<file path="src/hdl/base64_stream_decoder_macros.svh">
// Assertion macros shared by the base64 stream decoder modules.
`ifndef BASE64_STREAM_DECODER_MACROS_SVH
`define BASE64_STREAM_DECODER_MACROS_SVH

`ifndef SYNTHESIS
// Same-cycle implication, checked out of reset.
`define B64_ASSERT_IMPLIES(label, clk, rst_n, ante, cons) \
    label: assert property (@(posedge clk) disable iff (!rst_n) (ante) |-> (cons)) \
        else $error("base64 decoder: assertion failed");
// Next-cycle implication, checked out of reset.
`define B64_ASSERT_NEXT(label, clk, rst_n, ante, cons) \
    label: assert property (@(posedge clk) disable iff (!rst_n) (ante) |=> (cons)) \
        else $error("base64 decoder: assertion failed");
`else
`define B64_ASSERT_IMPLIES(label, clk, rst_n, ante, cons)
`define B64_ASSERT_NEXT(label, clk, rst_n, ante, cons)
`endif

`endif

</file>
<file path="src/hdl/b64_pkg.sv">
// Types, constants and the alphabet lookup of the base64 stream decoder.
`timescale 1ns / 1ps

package b64_pkg;

    typedef struct packed {
        logic [7:0] symbol;
        logic       end_of_text;
    } in_item_t;

    typedef struct packed {
        logic [7:0] data_byte;
        logic       has_data;
        logic       last_of_message;
    } out_item_t;

    // One decoded group: up to three results, bytes[0] goes out first.
    typedef struct packed {
        logic [2:0][7:0] bytes;
        logic [1:0]      last_idx;   // index of the final result in this job
        logic            has_data;   // 0: empty end-of-message marker
        logic            last;       // final result closes the message
    } job_t;

    typedef struct packed {
        logic       ok;
        logic [5:0] val;
    } sextet_t;

    localparam logic [7:0] CH_UPPER_A = 8'h41;
    localparam logic [7:0] CH_UPPER_Z = 8'h5A;
    localparam logic [7:0] CH_LOWER_A = 8'h61;
    localparam logic [7:0] CH_LOWER_Z = 8'h7A;
    localparam logic [7:0] CH_DIGIT_0 = 8'h30;
    localparam logic [7:0] CH_DIGIT_9 = 8'h39;
    localparam logic [7:0] CH_PLUS    = 8'h2B;
    localparam logic [7:0] CH_SLASH   = 8'h2F;

    localparam logic [5:0] VAL_LOWER_BASE = 6'd26;
    localparam logic [5:0] VAL_DIGIT_BASE = 6'd52;
    localparam logic [5:0] VAL_PLUS       = 6'd62;
    localparam logic [5:0] VAL_SLASH      = 6'd63;

    localparam logic [1:0] GROUP_FULL = 2'd3;

    // Standard alphabet; '=' and everything else come back not ok.
    function automatic sextet_t sextet_lookup(input logic [7:0] ch);
        sextet_t    res;
        logic [7:0] diff;
        res  = '0;
        diff = '0;
        if (ch >= CH_UPPER_A && ch <= CH_UPPER_Z) begin
            diff    = ch - CH_UPPER_A;
            res.ok  = 1'b1;
            res.val = diff[5:0];
        end else if (ch >= CH_LOWER_A && ch <= CH_LOWER_Z) begin
            diff    = ch - CH_LOWER_A;
            res.ok  = 1'b1;
            res.val = diff[5:0] + VAL_LOWER_BASE;
        end else if (ch >= CH_DIGIT_0 && ch <= CH_DIGIT_9) begin
            diff    = ch - CH_DIGIT_0;
            res.ok  = 1'b1;
            res.val = diff[5:0] + VAL_DIGIT_BASE;
        end else if (ch == CH_PLUS) begin
            res.ok  = 1'b1;
            res.val = VAL_PLUS;
        end else if (ch == CH_SLASH) begin
            res.ok  = 1'b1;
            res.val = VAL_SLASH;
        end
        return res;
    endfunction

endpackage

</file>
<file path="src/hdl/base64_stream_decoder.sv">
// Top level of the streaming base64 decoder.
`timescale 1ns / 1ps
// Usage:
//   Input channel: one ASCII character per transfer on item.symbol, with
//   item.end_of_text set on the final character of a message. A transfer
//   happens on a rising edge with push high and full low.
//   Result channel: decoded bytes, one per transfer, while empty is low; a
//   transfer happens on a rising edge with pop high. has_data low marks an
//   empty end-of-message result; last_of_message flags the final result.
// Rate: the front end takes one character per cycle while full is low; the
//   back end gives one result per cycle while pop keeps up. Four characters
//   make three bytes. Each job is queued, then walked into the output register.
//   A complete group is one job of three results; the job queue
//   (QUEUE_DEPTH jobs) absorbs that and full rises only when it fills.
// Stall: with pop held low the output register holds its result, the queue
//   fills, then full goes high; nothing is dropped.
// Reset: rst_n clears the group state, the queue and the output valid flag;
//   empty is high and full is low right after reset.
// Decoding stops at '=' or any non-alphabet character; the end flag then
//   flushes the partial group and rearms the decoder.

module base64_stream_decoder #(
    parameter int QUEUE_DEPTH = 4
) (
    input  logic               clk,
    input  logic               rst_n,
    input  logic               push,
    output logic               full,
    input  b64_pkg::in_item_t  item,
    output logic               empty,
    input  logic               pop,
    output b64_pkg::out_item_t result
);
    import b64_pkg::*;

    logic q_wr;
    logic q_rd;
    logic q_full;
    logic q_empty;
    job_t wr_job;
    job_t head;

    // Front: alphabet lookup, group assembly, job building.
    b64_front u_front (
        .clk    (clk),
        .rst_n  (rst_n),
        .push   (push),
        .item   (item),
        .q_full (q_full),
        .q_wr   (q_wr),
        .q_job  (wr_job)
    );

    // Decouples the two halves so each can stall on its own.
    b64_job_queue #(
        .DEPTH (QUEUE_DEPTH)
    ) u_queue (
        .clk     (clk),
        .rst_n   (rst_n),
        .wr_en   (q_wr),
        .wr_job  (wr_job),
        .rd_en   (q_rd),
        .head    (head),
        .full    (q_full),
        .q_empty (q_empty)
    );

    // Back: serializes each job into the registered result port.
    b64_back u_back (
        .clk     (clk),
        .rst_n   (rst_n),
        .head    (head),
        .q_empty (q_empty),
        .q_rd    (q_rd),
        .pop     (pop),
        .empty   (empty),
        .result  (result)
    );

    assign full = q_full;

endmodule

</file>
<file path="src/hdl/b64_front.sv">
// Front end: classifies each character, keeps the group state, builds output jobs.
`timescale 1ns / 1ps

module b64_front (
    input  logic              clk,
    input  logic              rst_n,
    input  logic              push,
    input  b64_pkg::in_item_t item,
    input  logic              q_full,
    output logic              q_wr,
    output b64_pkg::job_t     q_job
);
    import b64_pkg::*;

    logic [1:0]  count_reg, count_next;
    logic [17:0] buf_reg, buf_next;
    logic        stopped_reg, stopped_next;

    sextet_t     sx;
    logic        accept;
    logic        take;
    logic        complete;
    logic [1:0]  cnt_upd;
    logic [17:0] buf_upd;
    job_t        job;

    always_comb
    begin
        sx       = sextet_lookup(item.symbol);
        accept   = push && !q_full;
        take     = !stopped_reg && sx.ok;
        complete = take && (count_reg == GROUP_FULL);

        cnt_upd      = count_reg;
        buf_upd      = buf_reg;
        stopped_next = stopped_reg;
        if (complete) begin
            cnt_upd = '0;
            buf_upd = '0;
        end else if (take) begin
            cnt_upd = count_reg + 2'd1;
            buf_upd = {buf_reg[11:0], sx.val};
        end else begin
            stopped_next = 1'b1;
        end

        job          = '0;
        job.last     = item.end_of_text;
        job.has_data = 1'b1;
        q_wr         = 1'b0;
        if (complete) begin
            job.bytes[0] = buf_reg[17:10];
            job.bytes[1] = buf_reg[9:2];
            job.bytes[2] = {buf_reg[1:0], sx.val};
            job.last_idx = 2'd2;
            q_wr         = accept;
        end else if (item.end_of_text) begin
            q_wr = accept;
            unique case (cnt_upd)
                2'd2:
                begin
                    job.bytes[0] = buf_upd[11:4];
                    job.last_idx = 2'd0;
                end
                2'd3:
                begin
                    job.bytes[0] = buf_upd[17:10];
                    job.bytes[1] = buf_upd[9:2];
                    job.last_idx = 2'd1;
                end
                default:
                begin
                    // nothing left to give: empty marker
                    job.has_data = 1'b0;
                    job.last_idx = 2'd0;
                end
            endcase
        end
        q_job = job;

        count_next = count_reg;
        buf_next   = buf_reg;
        if (accept) begin
            if (item.end_of_text) begin
                count_next   = '0;
                buf_next     = '0;
                stopped_next = 1'b0;
            end else begin
                count_next = cnt_upd;
                buf_next   = buf_upd;
            end
        end else begin
            stopped_next = stopped_reg;
        end
    end

    always_ff @(posedge clk or negedge rst_n)
    begin
        if (!rst_n) begin
            count_reg   <= '0;
            buf_reg     <= '0;
            stopped_reg <= 1'b0;
        end else begin
            count_reg   <= count_next;
            buf_reg     <= buf_next;
            stopped_reg <= stopped_next;
        end
    end

endmodule

</file>
<file path="src/hdl/b64_job_queue.sv">
// Short job queue between front and back end.
`timescale 1ns / 1ps
`include "base64_stream_decoder_macros.svh"

module b64_job_queue #(
    parameter int DEPTH = 4
) (
    input  logic          clk,
    input  logic          rst_n,
    input  logic          wr_en,
    input  b64_pkg::job_t wr_job,
    input  logic          rd_en,
    output b64_pkg::job_t head,
    output logic          full,
    output logic          q_empty
);
    import b64_pkg::*;

    localparam int PW = (DEPTH > 1) ? $clog2(DEPTH) : 1;
    localparam int CW = $clog2(DEPTH + 1);
    localparam logic [PW-1:0] LAST_PTR  = PW'(DEPTH - 1);
    localparam logic [CW-1:0] DEPTH_CNT = CW'(DEPTH);

    job_t          mem_reg [DEPTH];
    logic [PW-1:0] wr_ptr_reg, wr_ptr_next;
    logic [PW-1:0] rd_ptr_reg, rd_ptr_next;
    logic [CW-1:0] cnt_reg, cnt_next;

    always_comb
    begin
        wr_ptr_next = wr_ptr_reg;
        rd_ptr_next = rd_ptr_reg;
        cnt_next    = cnt_reg;
        if (wr_en) begin
            wr_ptr_next = (wr_ptr_reg == LAST_PTR) ? '0 : wr_ptr_reg + 1'b1;
        end
        if (rd_en) begin
            rd_ptr_next = (rd_ptr_reg == LAST_PTR) ? '0 : rd_ptr_reg + 1'b1;
        end
        if (wr_en && !rd_en) begin
            cnt_next = cnt_reg + 1'b1;
        end else if (rd_en && !wr_en) begin
            cnt_next = cnt_reg - 1'b1;
        end
    end

    always_ff @(posedge clk or negedge rst_n)
    begin
        if (!rst_n) begin
            wr_ptr_reg <= '0;
            rd_ptr_reg <= '0;
            cnt_reg    <= '0;
        end else begin
            wr_ptr_reg <= wr_ptr_next;
            rd_ptr_reg <= rd_ptr_next;
            cnt_reg    <= cnt_next;
        end
    end

    always_ff @(posedge clk)
    begin
        if (wr_en) begin
            mem_reg[wr_ptr_reg] <= wr_job;
        end
    end

    assign head    = mem_reg[rd_ptr_reg];
    assign full    = (cnt_reg == DEPTH_CNT);
    assign q_empty = (cnt_reg == '0);

    `B64_ASSERT_IMPLIES(a_no_overflow, clk, rst_n, wr_en, !full)
    `B64_ASSERT_IMPLIES(a_no_underflow, clk, rst_n, rd_en, !q_empty)

endmodule

</file>
<file path="src/hdl/b64_back.sv">
// Back end: walks each job one result per cycle into the output register while it is free or popped.
`timescale 1ns / 1ps
`include "base64_stream_decoder_macros.svh"

module b64_back (
    input  logic               clk,
    input  logic               rst_n,
    input  b64_pkg::job_t      head,
    input  logic               q_empty,
    output logic               q_rd,
    input  logic               pop,
    output logic               empty,
    output b64_pkg::out_item_t result
);
    import b64_pkg::*;

    logic [1:0] idx_reg, idx_next;
    logic       out_valid_reg, out_valid_next;
    out_item_t  out_reg, out_next;
    logic       load;
    logic       job_done;

    always_comb
    begin
        load     = !q_empty && (!out_valid_reg || pop);
        job_done = (idx_reg == head.last_idx);
        q_rd     = load && job_done;

        idx_next       = idx_reg;
        out_valid_next = out_valid_reg;
        out_next       = out_reg;
        if (load) begin
            out_next.data_byte       = head.has_data ? head.bytes[idx_reg] : 8'd0;
            out_next.has_data        = head.has_data;
            out_next.last_of_message = head.last && job_done;
            out_valid_next           = 1'b1;
            idx_next                 = job_done ? 2'd0 : idx_reg + 2'd1;
        end else if (pop) begin
            out_valid_next = 1'b0;
        end
    end

    always_ff @(posedge clk or negedge rst_n)
    begin
        if (!rst_n) begin
            idx_reg       <= '0;
            out_valid_reg <= 1'b0;
        end else begin
            idx_reg       <= idx_next;
            out_valid_reg <= out_valid_next;
        end
    end

    always_ff @(posedge clk)
    begin
        out_reg <= out_next;
    end

    assign empty  = !out_valid_reg;
    assign result = out_reg;

    `B64_ASSERT_IMPLIES(a_idx_in_job, clk, rst_n, !q_empty, idx_reg <= head.last_idx)
    `B64_ASSERT_IMPLIES(a_marker_is_last, clk, rst_n, out_valid_reg && !out_reg.has_data,
        out_reg.last_of_message && (out_reg.data_byte == 8'd0))

endmodule
</file>
<file path="config.mk">
export PLATFORM = sky130hd
export DESIGN_NAME = base64_stream_decoder
export DESIGN_NICKNAME = d
export VERILOG_FILES = /design/src/hdl/b64_pkg.sv /design/src/hdl/base64_stream_decoder.sv /design/src/hdl/b64_front.sv /design/src/hdl/b64_job_queue.sv /design/src/hdl/b64_back.sv
export VERILOG_INCLUDE_DIRS = /design/src /design/src/hdl
export SDC_FILE = /design/constraint.sdc
export NUM_CORES = 1
export LEC_CHECK = 0
export BUFFER_PORTS_ARGS = -buffer_cell sky130_fd_sc_hd__buf_2
export CAP_MARGIN = 20
export CORE_MARGIN = 5
export CORE_UTILIZATION = 35
export DETAILED_ROUTE_END_ITERATION = 10
export SKIP_CTS_REPAIR_TIMING = 1
export SYNTH_ARGS = -nofsm -noshare
export SYNTH_HDL_FRONTEND = slang
export SYNTH_SLANG_ARGS = --single-unit
export TNS_END_PERCENT = 50
</file>
<file path="constraint.sdc">
create_clock -name clk -period 4.98 [get_ports clk]
set_clock_uncertainty 0.15 [all_clocks]
set_input_delay 0 -clock clk [delete_from_list [all_inputs] [get_ports clk]]
set_output_delay 0 -clock clk [all_outputs]
set_load 0.01 [all_outputs]
</file>
==> results_dict.tcl <==
set metrics [dict create \
    run_status "complete, no violations" \
    ant_nets 0 \
    route.vias.total 4031 \
    pwr-share-seq_pct 45.1 \
    rrSetupSlack_ns 1.81 \
    netlist_area_mm2 0.006920 \
    p_switching_uw 1116 \
    final_cell_mix "122 x edfxtp_1, 30 x dfrtp_1, 28 x mux4_2" \
    power.density_mw_per_mm2 488.8 \
    synth_simple_gate_area_share_pct 7.069 \
    die_h_um 150.6 \
    drive_above_1_share_pct 21.13 \
    start_util_pct 35.56 \
    fp.coreArea_mm2 0.01946 \
    dr.first_iter.drc_count 394 \
    grt_pass1_vias 4052 \
    min_path_type "in2reg" \
    grt_pass1_wl_um 22210 \
    die-area_mm2 0.02268 \
    pwr-share-comb_pct 23.6 \
    synth_adder_area_share_pct 3.001 \
    cts_buffer_depth 2 \
    power.internal_uw 2763 \
    cts_root_buf "clkbuf_16" \
    firstDrtPassIters 5 \
    min_period_over_period_pct 63.60 \
    area_growth_pct 14.66 \
    antenna_found_initial 0 \
    synth_seq_area_share_pct 64.15 \
    grt.total_usage_pct 13.02 \
    grt_max_degree 32 \
    synth_edf_count 122 \
    fin_nets 513 \
    grt_setup_unrepaired "no" \
    drc 0 \
    p_sw_share_pct 28.77 \
    synthXorXnorAreaFrac_pct 1.139 \
    design_area_mm2 0.007935 \
    maxSlewViolCount 0 \
    synth_ff_type "edfxtp_1" \
    synth_nets 479 \
    synth_top_family_by_area "multiplexers" \
    clkLatencyLatePin_ns 0.42 \
    ir_worst_vdd_mv 0.1989 \
    async_flop_share_pct 20.26 \
    placed_cell_area_mm2 0.007333 \
    drt-total-wl_um 14030 \
    holdPathStages 4 \
    dieWidth_um 150.6 \
    max-slew-margin-rel_pct 48.56 \
    overflow 0 \
    final_common_cell "edfxtp_1" \
    htreeDepth 4 \
    antennaDiodeCount 0 \
    syn_inst 450 \
    critPathCaptureType "register" \
    path_class "reg2reg" \
    core.rowCount 51 \
    cap_viol_max_count 0 \
    max_slew.worst_pin.slew_ns 0.7715 \
    power_frac_clock_pct 31.3 \
    yosysWarnings 0 \
    reg2reg_depth 10 \
    cts_tree "yes" \
    dp_hpwl_um 9237 \
    syn_area_per_cell_um2 15.38 \
    critPathLaunchType "register" \
    r2r-start "u_queue.rd_ptr_reg[0]" \
    setup_tns_ns 0 \
    setup_violations 0 \
    clock.fmax_ghz 0.3157 \
    hold_violations 0 \
    wl_per_cell_um 18.41 \
    viasPerCell 5.290 \
    io_pins 25 \
    cts.clk_slew.worst_paths_ns 0.06 \
    worst-path-max-fanout 18 \
    synth_compound_area_share_pct 10.31 \
    worstHoldStart "item[6]" \
    layout_min_cycle_time_ns 3.167 \
    clkSinkCount 153 \
    synth.distinct_cells 55 \
    cp.arrival_ns 3.35 \
    p_leak_uw 0.002924 \
    largest_register_ff_count 112 \
    muxShareOfSynthArea_pct 11.66 \
    synth_seq_cells 153 \
    reg2reg_to "u_queue.cnt_reg[2]" \
    cp.required_ns 5.16 \
    min_to "u_front.buf_reg[1]" \
    io_buffers 24 \
    gp_congestion 0.9174 \
    cts_buffers 17 \
]
## how the worst max path moves through the flow
stage | startpoint | to | slack (ns) | cells after the start
floorplan | item[3] | u_queue.mem_reg[3][0] | 2.12 | 9
global placement | item[3] | u_queue.cnt_reg[2] | 1.69 | 15
detailed placement | item[3] | u_queue.cnt_reg[2] | 1.54 | 15
CTS | u_queue.rd_ptr_reg[0] | u_queue.cnt_reg[2] | 1.75 | 10
global route | u_queue.rd_ptr_reg[0] | u_queue.cnt_reg[2] | 1.62 | 10
finish | u_queue.rd_ptr_reg[0] | u_queue.cnt_reg[2] | 1.81 | 10
## power by group through the flow
stage	Clock (µW)	Sequential, µW	Combinational [µW]
detailed placement	0	1780	933
floorplan	0	1690	734
global placement	0	1770	916
CTS	1240	1750	936
global route	1290	1770	1010
finish	1210	1750	917
## critical path, stage by stage, from the launching register on
cell and delay, ns:
dfrtp_2 0.72, mux4_2 0.58, xnor2_1 0.16, and2_1 0.22, nand2_1 0.18, ha_1 0.21
inv_1 0.06, fa_1 0.37, xor2_1 0.15, nor2_1 0.11, xor2_1 0.16
## through the flow
step | hold slack, ns | instances | util (%) | power [µW] | setup WS (ns)
2_1_floorplan | -0.4456 | 450 | - | 2425 | 2.119
3_3_place_gp | -0.04717 | 726 | 37.68 | 2688 | 1.693
3_5_place_dp | -0.03946 | 726 | 37.68 | 2713 | 1.543
4_1_cts | -0.4890 | 758 | 40.57 | 3931 | 1.745
5_1_grt | 0.02663 | 762 | 40.77 | 4074 | 1.616
6_report | 0.003143 | 762 | 40.77 | 3878 | 1.813
## synthesized netlist by cell type, types with 2 or more instances
| master | number | area (µm²) |
|---|---|---|
| o21ai_0 | 19 | 95.09 |
| inv_1 | 23 | 86.33 |
| a221o_1 | 7 | 70.07 |
| xor2_1 | 3 | 26.28 |
| nand2b_1 | 5 | 31.28 |
| nor2b_1 | 8 | 50.05 |
| edfxtp_1 | 122 | 3664 |
| nand4_1 | 2 | 12.51 |
| dfrtp_1 | 31 | 775.7 |
| and2_1 | 18 | 112.6 |
| mux2i_1 | 12 | 120.1 |
| mux2_2 | 5 | 56.30 |
| clkbuf_1 | 8 | 30.03 |
| and3b_1 | 2 | 17.52 |
| o22ai_1 | 8 | 50.05 |
| nand3_1 | 2 | 10.01 |
| buf_1 | 3 | 11.26 |
| xnor2_1 | 6 | 52.55 |
| nor3b_1 | 5 | 37.54 |
| nand2_1 | 16 | 60.06 |
| nor3_1 | 6 | 30.03 |
| a211oi_1 | 4 | 30.03 |
| o31ai_1 | 3 | 22.52 |
| a22oi_1 | 5 | 37.54 |
| a21oi_4 | 2 | 32.53 |
| a21o_1 | 4 | 30.03 |
| a21oi_1 | 8 | 40.04 |
| ha_1 | 15 | 187.7 |
| mux4_2 | 28 | 630.6 |
| a22o_1 | 21 | 183.9 |
| buf_2 | 8 | 40.04 |
| nor2_1 | 18 | 67.56 |
## kinds of logic (layout without fill, tap and decap cells)
kind of cell / Yosys count / after routing
AO/OA/AOI/OAI: 94 / 94
XOR/XNOR: 9 / 9
adder cells (fa/ha/maj): 16 / 16
buffers and inverters: 44 / 91
flip-flops: 153 / 153
multiplexers: 45 / 45
AND/OR/NAND/NOR: 89 / 89
## metal layers
metal  vias up  global-route usage [%]  wire length [µm]
li1       1833                       -                 -
met4         0                   4.941               193
met3        19                   2.438               690
met2       124                   21.42              7039
met5         -                       0                 0
met1      2055                   17.21              6104
## area by class of cell
cell class,instances,area (µm²)
Inverter,24,92.59
Clock buffer,18,429.2
Timing Repair Buffer,35,212.7
Tap cell,265,331.6
Fill cell,1738,11530
Clock inverter,14,132.6
Sequential cell,153,4441
Multi-Input combinational cell,253,2296
Note: power is estimated with default switching activity, not from simulation.
